==> src/rtl/tcc_pkg.sv <==
package tcc_pkg;

    // Field widths of the command and result channels
    localparam int ROW_W    = 5;
    localparam int COL_W    = 7;
    localparam int CHAR_W   = 8;
    localparam int ADDR_W   = 11;
    localparam int WORD_W   = 16;
    localparam int COLOR_W  = 4;

    // Configuration port
    localparam int PADDR_W  = 4;
    localparam int PDATA_W  = 32;

    // Command codes
    localparam logic CMD_PUT = 1'b0;
    localparam logic CMD_SET = 1'b1;

    // Control characters
    localparam logic [CHAR_W-1:0] CH_BACKSPACE = 8'd8;
    localparam logic [CHAR_W-1:0] CH_TAB       = 8'd9;
    localparam logic [CHAR_W-1:0] CH_NEWLINE   = 8'd10;
    localparam logic [CHAR_W-1:0] CH_RETURN    = 8'd13;

    // Register indexes (byte address bits [3:2])
    localparam logic [1:0] REG_BACKGROUND = 2'd0;
    localparam logic [1:0] REG_FOREGROUND = 2'd1;
    localparam logic [1:0] REG_CURSOR     = 2'd2;

    // Register reset values
    localparam logic [COLOR_W-1:0] BACKGROUND_RESET = 4'h0;
    localparam logic [COLOR_W-1:0] FOREGROUND_RESET = 4'hF;
    localparam logic               CURSOR_RESET     = 1'b1;

    typedef struct packed {
        logic [COLOR_W-1:0] background_color;
        logic [COLOR_W-1:0] foreground_color;
        logic               cursor_shown;
    } cfg_t;

    typedef struct packed {
        logic              write_valid;
        logic [ADDR_W-1:0] write_address;
        logic [WORD_W-1:0] write_word;
        logic              cursor_valid;
        logic [ADDR_W-1:0] cursor_position;
    } result_t;

endpackage

==> src/rtl/tcc_if.sv <==
// Command channel
interface tcc_cmd_if import tcc_pkg::*; ();
    logic              valid;
    logic              ready;
    logic              command;
    logic [CHAR_W-1:0] char_code;
    logic [ROW_W-1:0]  target_row;
    logic [COL_W-1:0]  target_col;

    modport source (output valid, output command, output char_code,
                    output target_row, output target_col, input ready);
    modport sink   (input valid, input command, input char_code,
                    input target_row, input target_col, output ready);
endinterface

// Result channel
interface tcc_res_if import tcc_pkg::*; ();
    logic              valid;
    logic              ready;
    logic              write_valid;
    logic [ADDR_W-1:0] write_address;
    logic [WORD_W-1:0] write_word;
    logic              cursor_valid;
    logic [ADDR_W-1:0] cursor_position;

    modport source (output valid, output write_valid, output write_address,
                    output write_word, output cursor_valid, output cursor_position,
                    input ready);
    modport sink   (input valid, input write_valid, input write_address,
                    input write_word, input cursor_valid, input cursor_position,
                    output ready);
endinterface

==> src/rtl/text_console_cursor_writer_unit.sv <==
// Channel   Dir  Handshake       Payload
// cmd       in   valid / ready   command, char_code, target_row, target_col
// res       out  valid / ready   write_valid, write_address, write_word,
//                                cursor_valid, cursor_position
// apb       in   psel / penable  paddr, pwdata, prdata (pready tied high)
//
// One command per cycle is taken while the result is not stalled; its result
// passes through the command register, then the result register, and is on
// the result port from the result register.
// The cursor update from the command register to the result register sets it.
// Reset clears the cursor to row 0, column 0 and loads the colour defaults.
// A stalled result holds; the command register still takes a transfer in
// the cycle that the result is taken.
module text_console_cursor_writer_unit import tcc_pkg::*;
#(
    parameter int unsigned ROWS      = 25,
    parameter int unsigned COLS      = 80,
    parameter int unsigned TAB_WIDTH = 4
)
(
    input  logic               clk,
    input  logic               rst_n,
    input  logic               psel,
    input  logic               penable,
    input  logic               pwrite,
    input  logic [PADDR_W-1:0] paddr,
    input  logic [PDATA_W-1:0] pwdata,
    output logic [PDATA_W-1:0] prdata,
    output logic               pready,
    tcc_cmd_if.sink            cmd,
    tcc_res_if.source          res
);

    cfg_t              cfg;
    logic              cmd_valid_reg;
    logic              cmd_valid_next;
    logic              command_reg;
    logic [CHAR_W-1:0] char_reg;
    logic [ROW_W-1:0]  trow_reg;
    logic [COL_W-1:0]  tcol_reg;
    logic              res_valid_reg;
    logic              res_valid_next;
    result_t           res_reg;
    result_t           res_next;
    logic [ROW_W-1:0]  cursor_row_reg;
    logic [ROW_W-1:0]  cursor_row_next;
    logic [COL_W-1:0]  cursor_col_reg;
    logic [COL_W-1:0]  cursor_col_next;
    logic              res_free;
    logic              advance;
    logic              cmd_take;

    assign pready = 1'b1;

    tcc_cfg_regs u_cfg
    (
        .clk     (clk),
        .rst_n   (rst_n),
        .psel    (psel),
        .penable (penable),
        .pwrite  (pwrite),
        .paddr   (paddr),
        .pwdata  (pwdata),
        .prdata  (prdata),
        .cfg     (cfg)
    );

    tcc_cursor_step #(
        .ROWS      (ROWS),
        .COLS      (COLS),
        .TAB_WIDTH (TAB_WIDTH)
    ) u_step
    (
        .cfg        (cfg),
        .command    (command_reg),
        .char_code  (char_reg),
        .target_row (trow_reg),
        .target_col (tcol_reg),
        .row        (cursor_row_reg),
        .col        (cursor_col_reg),
        .row_next   (cursor_row_next),
        .col_next   (cursor_col_next),
        .result     (res_next)
    );

    // Pipeline control
    assign res_free       = !res_valid_reg || res.ready;
    assign advance        = cmd_valid_reg && res_free;
    assign cmd.ready      = !cmd_valid_reg || advance;
    assign cmd_take       = cmd.valid && cmd.ready;
    assign cmd_valid_next = cmd_take || (cmd_valid_reg && !advance);
    assign res_valid_next = advance || (res_valid_reg && !res.ready);

    always_ff @(posedge clk or negedge rst_n)
    begin
        if (!rst_n)
        begin
            cmd_valid_reg  <= 1'b0;
            res_valid_reg  <= 1'b0;
            cursor_row_reg <= '0;
            cursor_col_reg <= '0;
        end
        else
        begin
            cmd_valid_reg <= cmd_valid_next;
            res_valid_reg <= res_valid_next;
            if (advance)
            begin
                cursor_row_reg <= cursor_row_next;
                cursor_col_reg <= cursor_col_next;
            end
        end
    end

    // Hold the command payload
    always_ff @(posedge clk)
    begin
        if (cmd_take)
        begin
            command_reg <= cmd.command;
            char_reg    <= cmd.char_code;
            trow_reg    <= cmd.target_row;
            tcol_reg    <= cmd.target_col;
        end
    end

    // Load the result register
    always_ff @(posedge clk)
    begin
        if (advance)
        begin
            res_reg <= res_next;
        end
    end

    assign res.valid           = res_valid_reg;
    assign res.write_valid     = res_reg.write_valid;
    assign res.write_address   = res_reg.write_address;
    assign res.write_word      = res_reg.write_word;
    assign res.cursor_valid    = res_reg.cursor_valid;
    assign res.cursor_position = res_reg.cursor_position;

    // The cursor stays on the screen
    a_row_range: assert property (@(posedge clk) disable iff (!rst_n)
        cursor_row_reg < ROW_W'(ROWS))
        else $error("cursor row beyond screen");

    a_col_range: assert property (@(posedge clk) disable iff (!rst_n)
        cursor_col_reg < COL_W'(COLS))
        else $error("cursor column beyond screen");

    // Without a write the write fields are zero
    a_no_write_zero: assert property (@(posedge clk) disable iff (!rst_n)
        res_valid_reg && !res_reg.write_valid |->
            res_reg.write_address == '0 && res_reg.write_word == '0)
        else $error("write fields set without a write");

    // A result only moves when a command advances into it
    a_res_source: assert property (@(posedge clk) disable iff (!rst_n)
        $rose(res_valid_reg) |-> $past(cmd_valid_reg))
        else $error("result without a command");

endmodule

==> src/rtl/tcc_cfg_regs.sv <==
module tcc_cfg_regs import tcc_pkg::*;
(
    input  logic               clk,
    input  logic               rst_n,
    input  logic               psel,
    input  logic               penable,
    input  logic               pwrite,
    input  logic [PADDR_W-1:0] paddr,
    input  logic [PDATA_W-1:0] pwdata,
    output logic [PDATA_W-1:0] prdata,
    output cfg_t               cfg
);

    logic [COLOR_W-1:0] background_reg;
    logic [COLOR_W-1:0] foreground_reg;
    logic               cursor_shown_reg;
    logic               wr_en;
    logic [1:0]         reg_index;

    assign wr_en     = psel && penable && pwrite;
    assign reg_index = paddr[3:2];

    // Take a write in the access phase
    always_ff @(posedge clk or negedge rst_n)
    begin
        if (!rst_n)
        begin
            background_reg   <= BACKGROUND_RESET;
            foreground_reg   <= FOREGROUND_RESET;
            cursor_shown_reg <= CURSOR_RESET;
        end
        else if (wr_en)
        begin
            case (reg_index)
                REG_BACKGROUND: background_reg   <= pwdata[COLOR_W-1:0];
                REG_FOREGROUND: foreground_reg   <= pwdata[COLOR_W-1:0];
                REG_CURSOR:     cursor_shown_reg <= pwdata[0];
                default: ;
            endcase
        end
    end

    // Read back
    always_comb
    begin
        prdata = '0;
        case (reg_index)
            REG_BACKGROUND: prdata = PDATA_W'(background_reg);
            REG_FOREGROUND: prdata = PDATA_W'(foreground_reg);
            REG_CURSOR:     prdata = PDATA_W'(cursor_shown_reg);
            default:        prdata = '0;
        endcase
    end

    assign cfg.background_color = background_reg;
    assign cfg.foreground_color = foreground_reg;
    assign cfg.cursor_shown     = cursor_shown_reg;

endmodule

==> src/rtl/tcc_cursor_step.sv <==
module tcc_cursor_step import tcc_pkg::*;
#(
    parameter int unsigned ROWS      = 25,
    parameter int unsigned COLS      = 80,
    parameter int unsigned TAB_WIDTH = 4
)
(
    input  cfg_t              cfg,
    input  logic              command,
    input  logic [CHAR_W-1:0] char_code,
    input  logic [ROW_W-1:0]  target_row,
    input  logic [COL_W-1:0]  target_col,
    input  logic [ROW_W-1:0]  row,
    input  logic [COL_W-1:0]  col,
    output logic [ROW_W-1:0]  row_next,
    output logic [COL_W-1:0]  col_next,
    output result_t           result
);

    localparam int NUM_COLS = 1 << COL_W;

    // Next tab stop for every column, eight bits per entry
    function automatic logic [NUM_COLS*8-1:0] tab_stops();
        logic [NUM_COLS*8-1:0] t;
        t = '0;
        for (int c = 0; c < NUM_COLS; c++)
        begin
            t[c*8 +: 8] = 8'((c / TAB_WIDTH + 1) * TAB_WIDTH);
        end
        return t;
    endfunction

    localparam logic [NUM_COLS*8-1:0] TAB_STOPS = tab_stops();

    logic [ROW_W:0]      row_w;
    logic [COL_W:0]      col_w;
    logic                wvalid;
    logic [ADDR_W:0]     waddr_full;
    logic [ADDR_W:0]     cpos_full;

    // Move the cursor
    always_comb
    begin
        row_w  = {1'b0, row};
        col_w  = {1'b0, col};
        wvalid = 1'b0;
        if (command == CMD_SET)
        begin
            row_w = ({1'b0, target_row} >= (ROW_W+1)'(ROWS)) ?
                    (ROW_W+1)'(ROWS - 1) : {1'b0, target_row};
            col_w = ({1'b0, target_col} >= (COL_W+1)'(COLS)) ?
                    (COL_W+1)'(COLS - 1) : {1'b0, target_col};
        end
        else
        begin
            case (char_code)
                CH_NEWLINE:
                begin
                    row_w = row_w + 1'b1;
                    col_w = '0;
                end
                CH_RETURN:
                begin
                    col_w = '0;
                end
                CH_BACKSPACE:
                begin
                    if (col_w != '0)
                    begin
                        col_w = col_w - 1'b1;
                    end
                end
                CH_TAB:
                begin
                    col_w = TAB_STOPS[{col, 3'b000} +: 8];
                end
                default:
                begin
                    wvalid = 1'b1;
                    col_w  = col_w + 1'b1;
                end
            endcase
            // Wrap the column, then the row
            if (col_w >= (COL_W+1)'(COLS))
            begin
                col_w = '0;
                row_w = row_w + 1'b1;
            end
            if (row_w >= (ROW_W+1)'(ROWS))
            begin
                row_w = '0;
            end
        end
    end

    assign row_next = row_w[ROW_W-1:0];
    assign col_next = col_w[COL_W-1:0];

    // Cell offsets before and after the move
    assign waddr_full = (ADDR_W+1)'(row) * (ADDR_W+1)'(COLS) + (ADDR_W+1)'(col);
    assign cpos_full  = (ADDR_W+1)'(row_next) * (ADDR_W+1)'(COLS)
                      + (ADDR_W+1)'(col_next);

    assign result.write_valid     = wvalid;
    assign result.write_address   = wvalid ? waddr_full[ADDR_W-1:0] : '0;
    assign result.write_word      = wvalid ?
                                    {cfg.background_color, cfg.foreground_color, char_code} :
                                    '0;
    assign result.cursor_valid    = cfg.cursor_shown;
    assign result.cursor_position = cfg.cursor_shown ? cpos_full[ADDR_W-1:0] : '0;

endmodule
==> src/flat_wrapper.sv <==
// flat-port wrapper written by rule: the top's interface ports become plain ports
module text_console_cursor_writer_unit_flat import tcc_pkg::*;
#(
    parameter int unsigned ROWS      = 25,
    parameter int unsigned COLS      = 80,
    parameter int unsigned TAB_WIDTH = 4
)
  (clk, rst_n, psel, penable, pwrite, paddr, pwdata, prdata, pready, cmd_valid, cmd_command, cmd_char_code, cmd_target_row, cmd_target_col, cmd_ready, res_valid, res_write_valid, res_write_address, res_write_word, res_cursor_valid, res_cursor_position, res_ready);
  tcc_cmd_if cmd_i ();
  tcc_res_if res_i ();
  input  logic clk;
  input  logic rst_n;
  input  logic psel;
  input  logic penable;
  input  logic pwrite;
  input  logic [PADDR_W-1:0] paddr;
  input  logic [PDATA_W-1:0] pwdata;
  output logic [PDATA_W-1:0] prdata;
  output logic pready;
  input wire logic [$bits(cmd_i.valid)-1:0] cmd_valid;
  input wire logic [$bits(cmd_i.command)-1:0] cmd_command;
  input wire logic [$bits(cmd_i.char_code)-1:0] cmd_char_code;
  input wire logic [$bits(cmd_i.target_row)-1:0] cmd_target_row;
  input wire logic [$bits(cmd_i.target_col)-1:0] cmd_target_col;
  output wire logic [$bits(cmd_i.ready)-1:0] cmd_ready;
  output wire logic [$bits(res_i.valid)-1:0] res_valid;
  output wire logic [$bits(res_i.write_valid)-1:0] res_write_valid;
  output wire logic [$bits(res_i.write_address)-1:0] res_write_address;
  output wire logic [$bits(res_i.write_word)-1:0] res_write_word;
  output wire logic [$bits(res_i.cursor_valid)-1:0] res_cursor_valid;
  output wire logic [$bits(res_i.cursor_position)-1:0] res_cursor_position;
  input wire logic [$bits(res_i.ready)-1:0] res_ready;
  assign cmd_i.valid = cmd_valid;
  assign cmd_i.command = cmd_command;
  assign cmd_i.char_code = cmd_char_code;
  assign cmd_i.target_row = cmd_target_row;
  assign cmd_i.target_col = cmd_target_col;
  assign cmd_ready = cmd_i.ready;
  assign res_valid = res_i.valid;
  assign res_write_valid = res_i.write_valid;
  assign res_write_address = res_i.write_address;
  assign res_write_word = res_i.write_word;
  assign res_cursor_valid = res_i.cursor_valid;
  assign res_cursor_position = res_i.cursor_position;
  assign res_i.ready = res_ready;
  text_console_cursor_writer_unit #(.ROWS(ROWS), .COLS(COLS), .TAB_WIDTH(TAB_WIDTH)) u_core (.clk(clk), .rst_n(rst_n), .psel(psel), .penable(penable), .pwrite(pwrite), .paddr(paddr), .pwdata(pwdata), .prdata(prdata), .pready(pready), .cmd(cmd_i), .res(res_i));
endmodule
==> config.mk <==
export PLATFORM = sky130hd
export DESIGN_NAME = text_console_cursor_writer_unit_flat
export DESIGN_NICKNAME = d
export VERILOG_FILES = /design/src/rtl/tcc_pkg.sv /design/src/rtl/tcc_if.sv /design/src/rtl/text_console_cursor_writer_unit.sv /design/src/rtl/tcc_cfg_regs.sv /design/src/rtl/tcc_cursor_step.sv /design/src/flat_wrapper.sv
export SDC_FILE = /design/constraint.sdc
export NUM_CORES = 1
export LEC_CHECK = 0
export ABC_CLOCK_PERIOD_IN_PS = 5600
export BUFFER_PORTS_ARGS = -buffer_cell sky130_fd_sc_hd__buf_2
export CAP_MARGIN = 20
export CORE_MARGIN = 2
export CORE_UTILIZATION = 48
export CTS_CLUSTER_SIZE = 14
export DETAILED_ROUTE_END_ITERATION = 10
export HOLD_SLACK_MARGIN = 0.05
export PLACE_DENSITY = 0.88
export SETUP_SLACK_MARGIN = 0.02
export SLEW_MARGIN = 10
export SYNTH_ARGS = -nofsm -noshare
export SYNTH_HDL_FRONTEND = slang
export SYNTH_HIERARCHICAL = 1
export SYNTH_SLANG_ARGS = --single-unit
==> constraint.sdc <==
create_clock -name clk -period 5.6 [get_ports clk]
set_input_delay 0.56 -clock clk [delete_from_list [all_inputs] [get_ports clk]]
set_output_delay 0.56 -clock clk [all_outputs]
set_load 0.03 [all_outputs]
Yosys cells after proc, flatten, opt, wreduce, memory -nomap -nowiden. Cells that the tools add are included.

Flip-flop bits (word level): 84. Word-level logic and storage cells: 72.

Order comparisons: 4. $mul: 2. Reduce and logical (&&, ||, !) cells: 21. Shifts and indexed selects: 1. $add $sub $neg: 6. Eq/ne operators: 6. Mux-type cells: 16.

Operators by type and width (count): $shiftx 1024x11->8 const A (1); $eq 8x4->1 const B (4); $mux 6 (4); $pmux 8 s3 (1); $add 11x7->11 (2); $mux 7 (3); $mux 8 (2); $mux 5 (3); $mul 5x3->7 const B (2); $pmux 4 s3 (1); $add 7x1->8 const B (1); $ge 8x7->1 const B (1); $sub 7x1->8 const B (1); $ge 7x7->1 const B (1); $reduce_bool 7->1 (1); $add 5x1->6 const B (1); $add 6x1->6 const B (1); $ge 6x5->1 const B (1); $logic_and 1x1->1 (6); $reduce_and 2->1 (3); $ge 5x5->1 const B (1); $logic_not 1->1 (4); $logic_or 1x1->1 (4); $reduce_or 4->1 (1); other kinds (5) (6).

Logic depth before layout (Yosys ltp).
Word-level depth: 12. Mapped depth: 23.

Modules after synthesis. The synthesis kept the hierarchy.

By module, submodules not included: text_console_cursor_writer_unit (area an instance 2438.6 um^2, cells each 97, times used 1); tcc_cursor_step (area an instance 2132.0 um^2, cells each 305, times used 1); tcc_cfg_regs (area an instance 658.1 um^2, cells each 62, times used 1).

Worst setup path after synthesis. Ideal clock, no wire load.

Path kind: reg2reg. Start point: register u_core.char_reg[2]. End point: register u_core.res_reg, in the netlist u_core/res.cursor_position[10] (data pin). Required time: 5.344 ns. Stages on the path, launching flop included: 22. Library setup time: 0.256 ns. Arrival: 4.998 ns. Setup slack: 0.346 ns. Cells stage by stage: edfxtp_1 -> or4_1 -> clkbuf_1 -> nor2_2 -> xor2_1 -> ha_1 -> nor4_1 -> mux2i_1 -> o21a_1 -> a22oi_1 -> nor3b_2 -> nor4_2 -> a22o_1 -> ha_1 -> ha_1 -> inv_1 -> fa_1 -> or2_2 -> or3_1 -> nand4_1 -> a31o_2 -> a21boi_1.

Word-level cells in the longest chain between the ends: 12. Elaborated cells on any way between the ends: 20. Classes of those cells: add/sub (2); mul (1); order compare (2); eq/ne (4); mux (10); reduce/logical (1).

Ends and longest elaborated chain: start: declaration (line text_console_cursor_writer_unit.sv:38) `logic [CHAR_W-1:0] char_reg;`; start signal: assignment (line text_console_cursor_writer_unit.sv:121) `char_reg <= cmd.char_code;`; $eq 8x4->1 (line tcc_cursor_step.sv:56) `case (char_code)`; $reduce_or 2->1 (no source line); $pmux 8 s3 (line tcc_cursor_step.sv:56); $mux 8 (line tcc_cursor_step.sv:47) `if (command == CMD_SET)`; $ge 8x7->1 (line tcc_cursor_step.sv:84) `if (col_w >= (COL_W+1)'(COLS))`; $mux 6 (*) (line tcc_cursor_step.sv:84); $mux 6 (*) (line tcc_cursor_step.sv:47); $ge 6x5->1 (line tcc_cursor_step.sv:89) `if (row_w >= (ROW_W+1)'(ROWS))`; $mux 5 (*) (line tcc_cursor_step.sv:89); $mux 5 (*) (line tcc_cursor_step.sv:47); via u_core.cursor_row_next[1] (line text_console_cursor_writer_unit.sv:46) `logic [ROW_W-1:0] cursor_row_next;`; $mul 5x3->7 (*) (line tcc_cursor_step.sv:101) `assign cpos_full = (ADDR_W+1)'(row_next) * (ADDR_W+1)'(COLS)`; $add 11x7->11 (*) (line tcc_cursor_step.sv:102) `+ (ADDR_W+1)'(col_next);`; end signal: assignment (line text_console_cursor_writer_unit.sv:132) `res_reg <= res_next;`; end: declaration (line text_console_cursor_writer_unit.sv:43) `result_t res_reg;`.

The timed path passes the listed nets; every way through them passes the cells marked *. The select of a mux whose other input is x is not followed. A chain may end at the register's enable or synchronous reset.

Worst setup path in the final report.
Start point: register u_core.cursor_col_reg[0]. End point: register u_core.res_reg, in the netlist u_core/res.cursor_position[10] (data pin).

Word-level cells in the longest chain between the ends: 12. Elaborated cells on any way between the ends: 17. Classes of those cells: add/sub (3); mul (1); order compare (2); shift (1); mux (9); reduce/logical (1).

Ends and longest elaborated chain: start: declaration (line text_console_cursor_writer_unit.sv:47) `logic [COL_W-1:0] cursor_col_reg;`; start signal: assignment (line text_console_cursor_writer_unit.sv:110) `cursor_col_reg <= cursor_col_next;`; branches (longest 2 deep; another with $shiftx 1024x11->8); $pmux 8 s3 (*) (line tcc_cursor_step.sv:56); $mux 8 (*) (line tcc_cursor_step.sv:47); $ge 8x7->1 (*) (line tcc_cursor_step.sv:84); $mux 6 (*) (line tcc_cursor_step.sv:84); $mux 6 (*) (line tcc_cursor_step.sv:47); $ge 6x5->1 (line tcc_cursor_step.sv:89); $mux 5 (*) (line tcc_cursor_step.sv:89); $mux 5 (*) (line tcc_cursor_step.sv:47); via u_core.cursor_row_next[1] (line text_console_cursor_writer_unit.sv:46); $mul 5x3->7 (*) (line tcc_cursor_step.sv:101); $add 11x7->11 (*) (line tcc_cursor_step.sv:102).

Mark *: on every way through the listed nets, which the timed path passes. The select of a mux whose other input is x is not followed.

==> run metrics <==
first-pass GRT wire length 17.59 mm; CTS max path bufs 2; clock-pin slew on the worst setup and hold paths 0.09 ns; cts bufs inserted 9; CP endpoint kind flip-flop; Initial Util 0.4866; I/O pin count 139; Die Wd 108.4 µm; Crit Path Class flip-flop to flip-flop; met1 wire length 4.707 mm; Synth cell types 74; Async SR Flop Fraction 0.2738; initial antenna violation count 0; Core Box Area 10,750 µm²; HP Class primary input to async pin; Top Metal Used met4; Skew-Pair Late Insertion Delay 0.36 ns; max reg flops 16; final setup vio count 0; crit path DAT 5.58 ns; sequential share of the synthesized area 0.4616; total number of vias 3,784; Routed WL 11.11 mm; EDFF count, synth 61; remaining global-route overflow 0; max-cap viol count 0; chip height 108.4 µm; synthesized instance count 464; Tmin final 5.365 ns; clk root buf clkbuf_8; critical path data required time 5.81 ns; vias per cell 5.445; remaining routing DRC violations 0; Routed WL per cell 15.98 µm; FP Rows 38; Synth Area per Inst 11.27 µm²; Slew HR 0.3137; GP Congestion 0.8831; Synth area leaders edfxtp_1, dfrtp_1, ha_1; 1st-iter DRT viols 306; synthesis-stage register bit count 84; Post-DRT Antenna Nets 0; full die area 11,740 µm²; CP Launch Type flip-flop; routed wl met2 5.775 mm; FF-to-FF path depth 17; clk sinks 84; vias in the first global route 3,638; Synth top area share 0.3503; worst slack, placed -0.04419 ns; status finished clean; Final Max Slew Viols 0; largest net degree at the start of global routing 34; Filler cells 927; area leader, netlist edfxtp_1; CTS tree yes; crit path max fanout 6; Tcrit/Tclk final 0.9580; mapped cell area 5229 µm²; share of cells above drive strength 1 0.2865; Post-synth top flop edfxtp_1; GRT Util Overall 0.1914; Post-DP HPWL 8.110 mm; Leak 2.515 nW; Yosys warning total 6; H-tree depth 3; actual slew at the worst max-slew pin 1.029 ns; final core area utilization 0.5546; nets 643; cell area power density 450.3 nW/µm²; metal3 WL 506 µm; PortBufs 79; Syn-to-layout area delta 13.97%; ant diodes 0; Worst Skew 0.01274 ns; f_max 186.4 MHz; Final Worst Setup Slack 0.2354 ns; worst vdd ir 169.9 µV; final hold vios 0; DR pass1 iterations 5
[worst max-delay path: stages (launching register included)]
cell,delay (ns)
dfrtp_1,0.46
or4_4,0.58
or3_1,0.33
a2111oi_2,0.47
nor3_1,0.16
o31ai_4,0.33
buf_4,0.19
mux2_2,0.34
a22o_1,0.23
ha_1,0.29
ha_1,0.23
inv_1,0.07
fa_1,0.45
or2_2,0.34
or3_1,0.35
nand4_1,0.13
nand4_1,0.11
a21boi_1,0.16
[cell usage in the layout, fill, tap and decap left out, types with 5 or more instances in the layout]
cell type | netlist | final
nor2_1 | 28 | 28
buf_2 | 0 | 79
nor3_1 | 10 | 10
dfrtp_1 | 18 | 18
o21ai_0 | 14 | 14
nand3_1 | 8 | 8
nand4_1 | 8 | 8
edfxtp_1 | 61 | 61
dfstp_2 | 5 | 5
mux2i_1 | 6 | 6
ha_1 | 25 | 24
nand3b_1 | 6 | 6
nor2b_1 | 9 | 9
xnor2_1 | 15 | 15
conb_1 | 2 | 29
buf_4 | 32 | 17
clkbuf_8 | 0 | 9
mux2_2 | 14 | 14
nand2_1 | 22 | 22
mux2_4 | 9 | 9
and2_1 | 25 | 25
nor3b_1 | 5 | 5
xor2_1 | 9 | 7
inv_1 | 16 | 16
a21oi_1 | 17 | 17
[per-layer routing]
layer	global-route usage	vias to the layer above
li1	-	1805
met3	0.03014	10
met5	0	-
met2	0.3392	124
met4	0.07418	0
met1	0.2336	1845
[cell type report]
cell class,count,area [µm²],area share
clock buffers,9,123.9,0.02079
clock inverters,7,97.59,0.01638
inverters,16,60.06,0.01008
multi-input cells,343,2566,0.4306
flip-flops and latches,84,2414,0.4050
well taps,140,175.2,0.02939
repair buffers,96,523.0,0.08776
[final timing paths]
path / startpoint / end / slack [ns]
hold reg to reg: u_core/u_cfg/background_reg[0] / u_core/u_cfg/background_reg[0] / 0.53
max in group asynchronous: rst_n / u_core/u_cfg/foreground_reg[1] / 5.05
min in group clk: cmd_target_col[3] / u_core/tcol_reg[3] / 0.36
setup / recovery: u_core/cursor_col_reg[0] / u_core/res.cursor_position[10] / 0.24
setup reg to reg: u_core/cursor_col_reg[0] / u_core/res.cursor_position[10] / 0.24
hold / removal: rst_n / u_core/cmd_valid_reg / 0.17
[power breakdown]
group,leakage [nW],total (W),switching (W),internal (W)
logic,1.54,0.00124,0.000703,0.000540
registers,0.866,0.000965,0.000142,0.000822
clock network,0.108,0.000477,0.000223,0.000253
total,2.52,0.00268,0.00107,0.00162
[logic make-up (layout without fill, tap and decap cells)]
logic type,count (synthesis),in the layout,synth area share
xor+xnor,24,24,0.04020
flops,84,84,0.4616
mux,29,29,0.06748
buf+inv,64,128,0.07490
compound gates,76,76,0.1041
fa+ha+maj,29,29,0.07514
other cells,2,29,0.001436
simple gates,156,156,0.1752
[timing repair]
| item | in CTS | in global routing |
|---|---|---|
| setup endpoints to repair | 1 | 1 |
| pin swaps | 0 | 4 |
| setup buffers | 0 | 6 |
| resized for setup | 2 | 5 |
| hold buffers | 0 | 0 |
[synth_stat cells, types with 5 or more instances]
master,number
inv_1,16
dfrtp_1,18
xnor2_1,15
and2_1,25
nand3b_1,6
nor2b_1,9
a21oi_1,17
o21ai_0,14
mux2_4,9
clkbuf_1,11
nand2_1,22
nor3_1,10
edfxtp_1,61
nor3b_1,5
ha_1,25
xor2_1,9
buf_4,32
mux2i_1,6
nand4_1,8
nand3_1,8
mux2_2,14
dfstp_2,5
nor2_1,28
[through the flow]
stage           TNS, ns  instance area (µm²)  total power, W  std cells  hold slack [ns]
6_report              0                 5959        0.002684        695           0.1746
5_1_grt        -0.01112                 5959        0.002864        695           0.2103
4_1_cts               0                 5887        0.002652        689           0.1776
3_5_place_dp   -0.04419                 5652        0.002165        673           0.5205
3_3_place_gp          0                 5652        0.002108        673           0.5079
2_1_floorplan         0                 5330        0.001900        491           0.2644
Note: power is estimated with default switching activity, not from simulation.
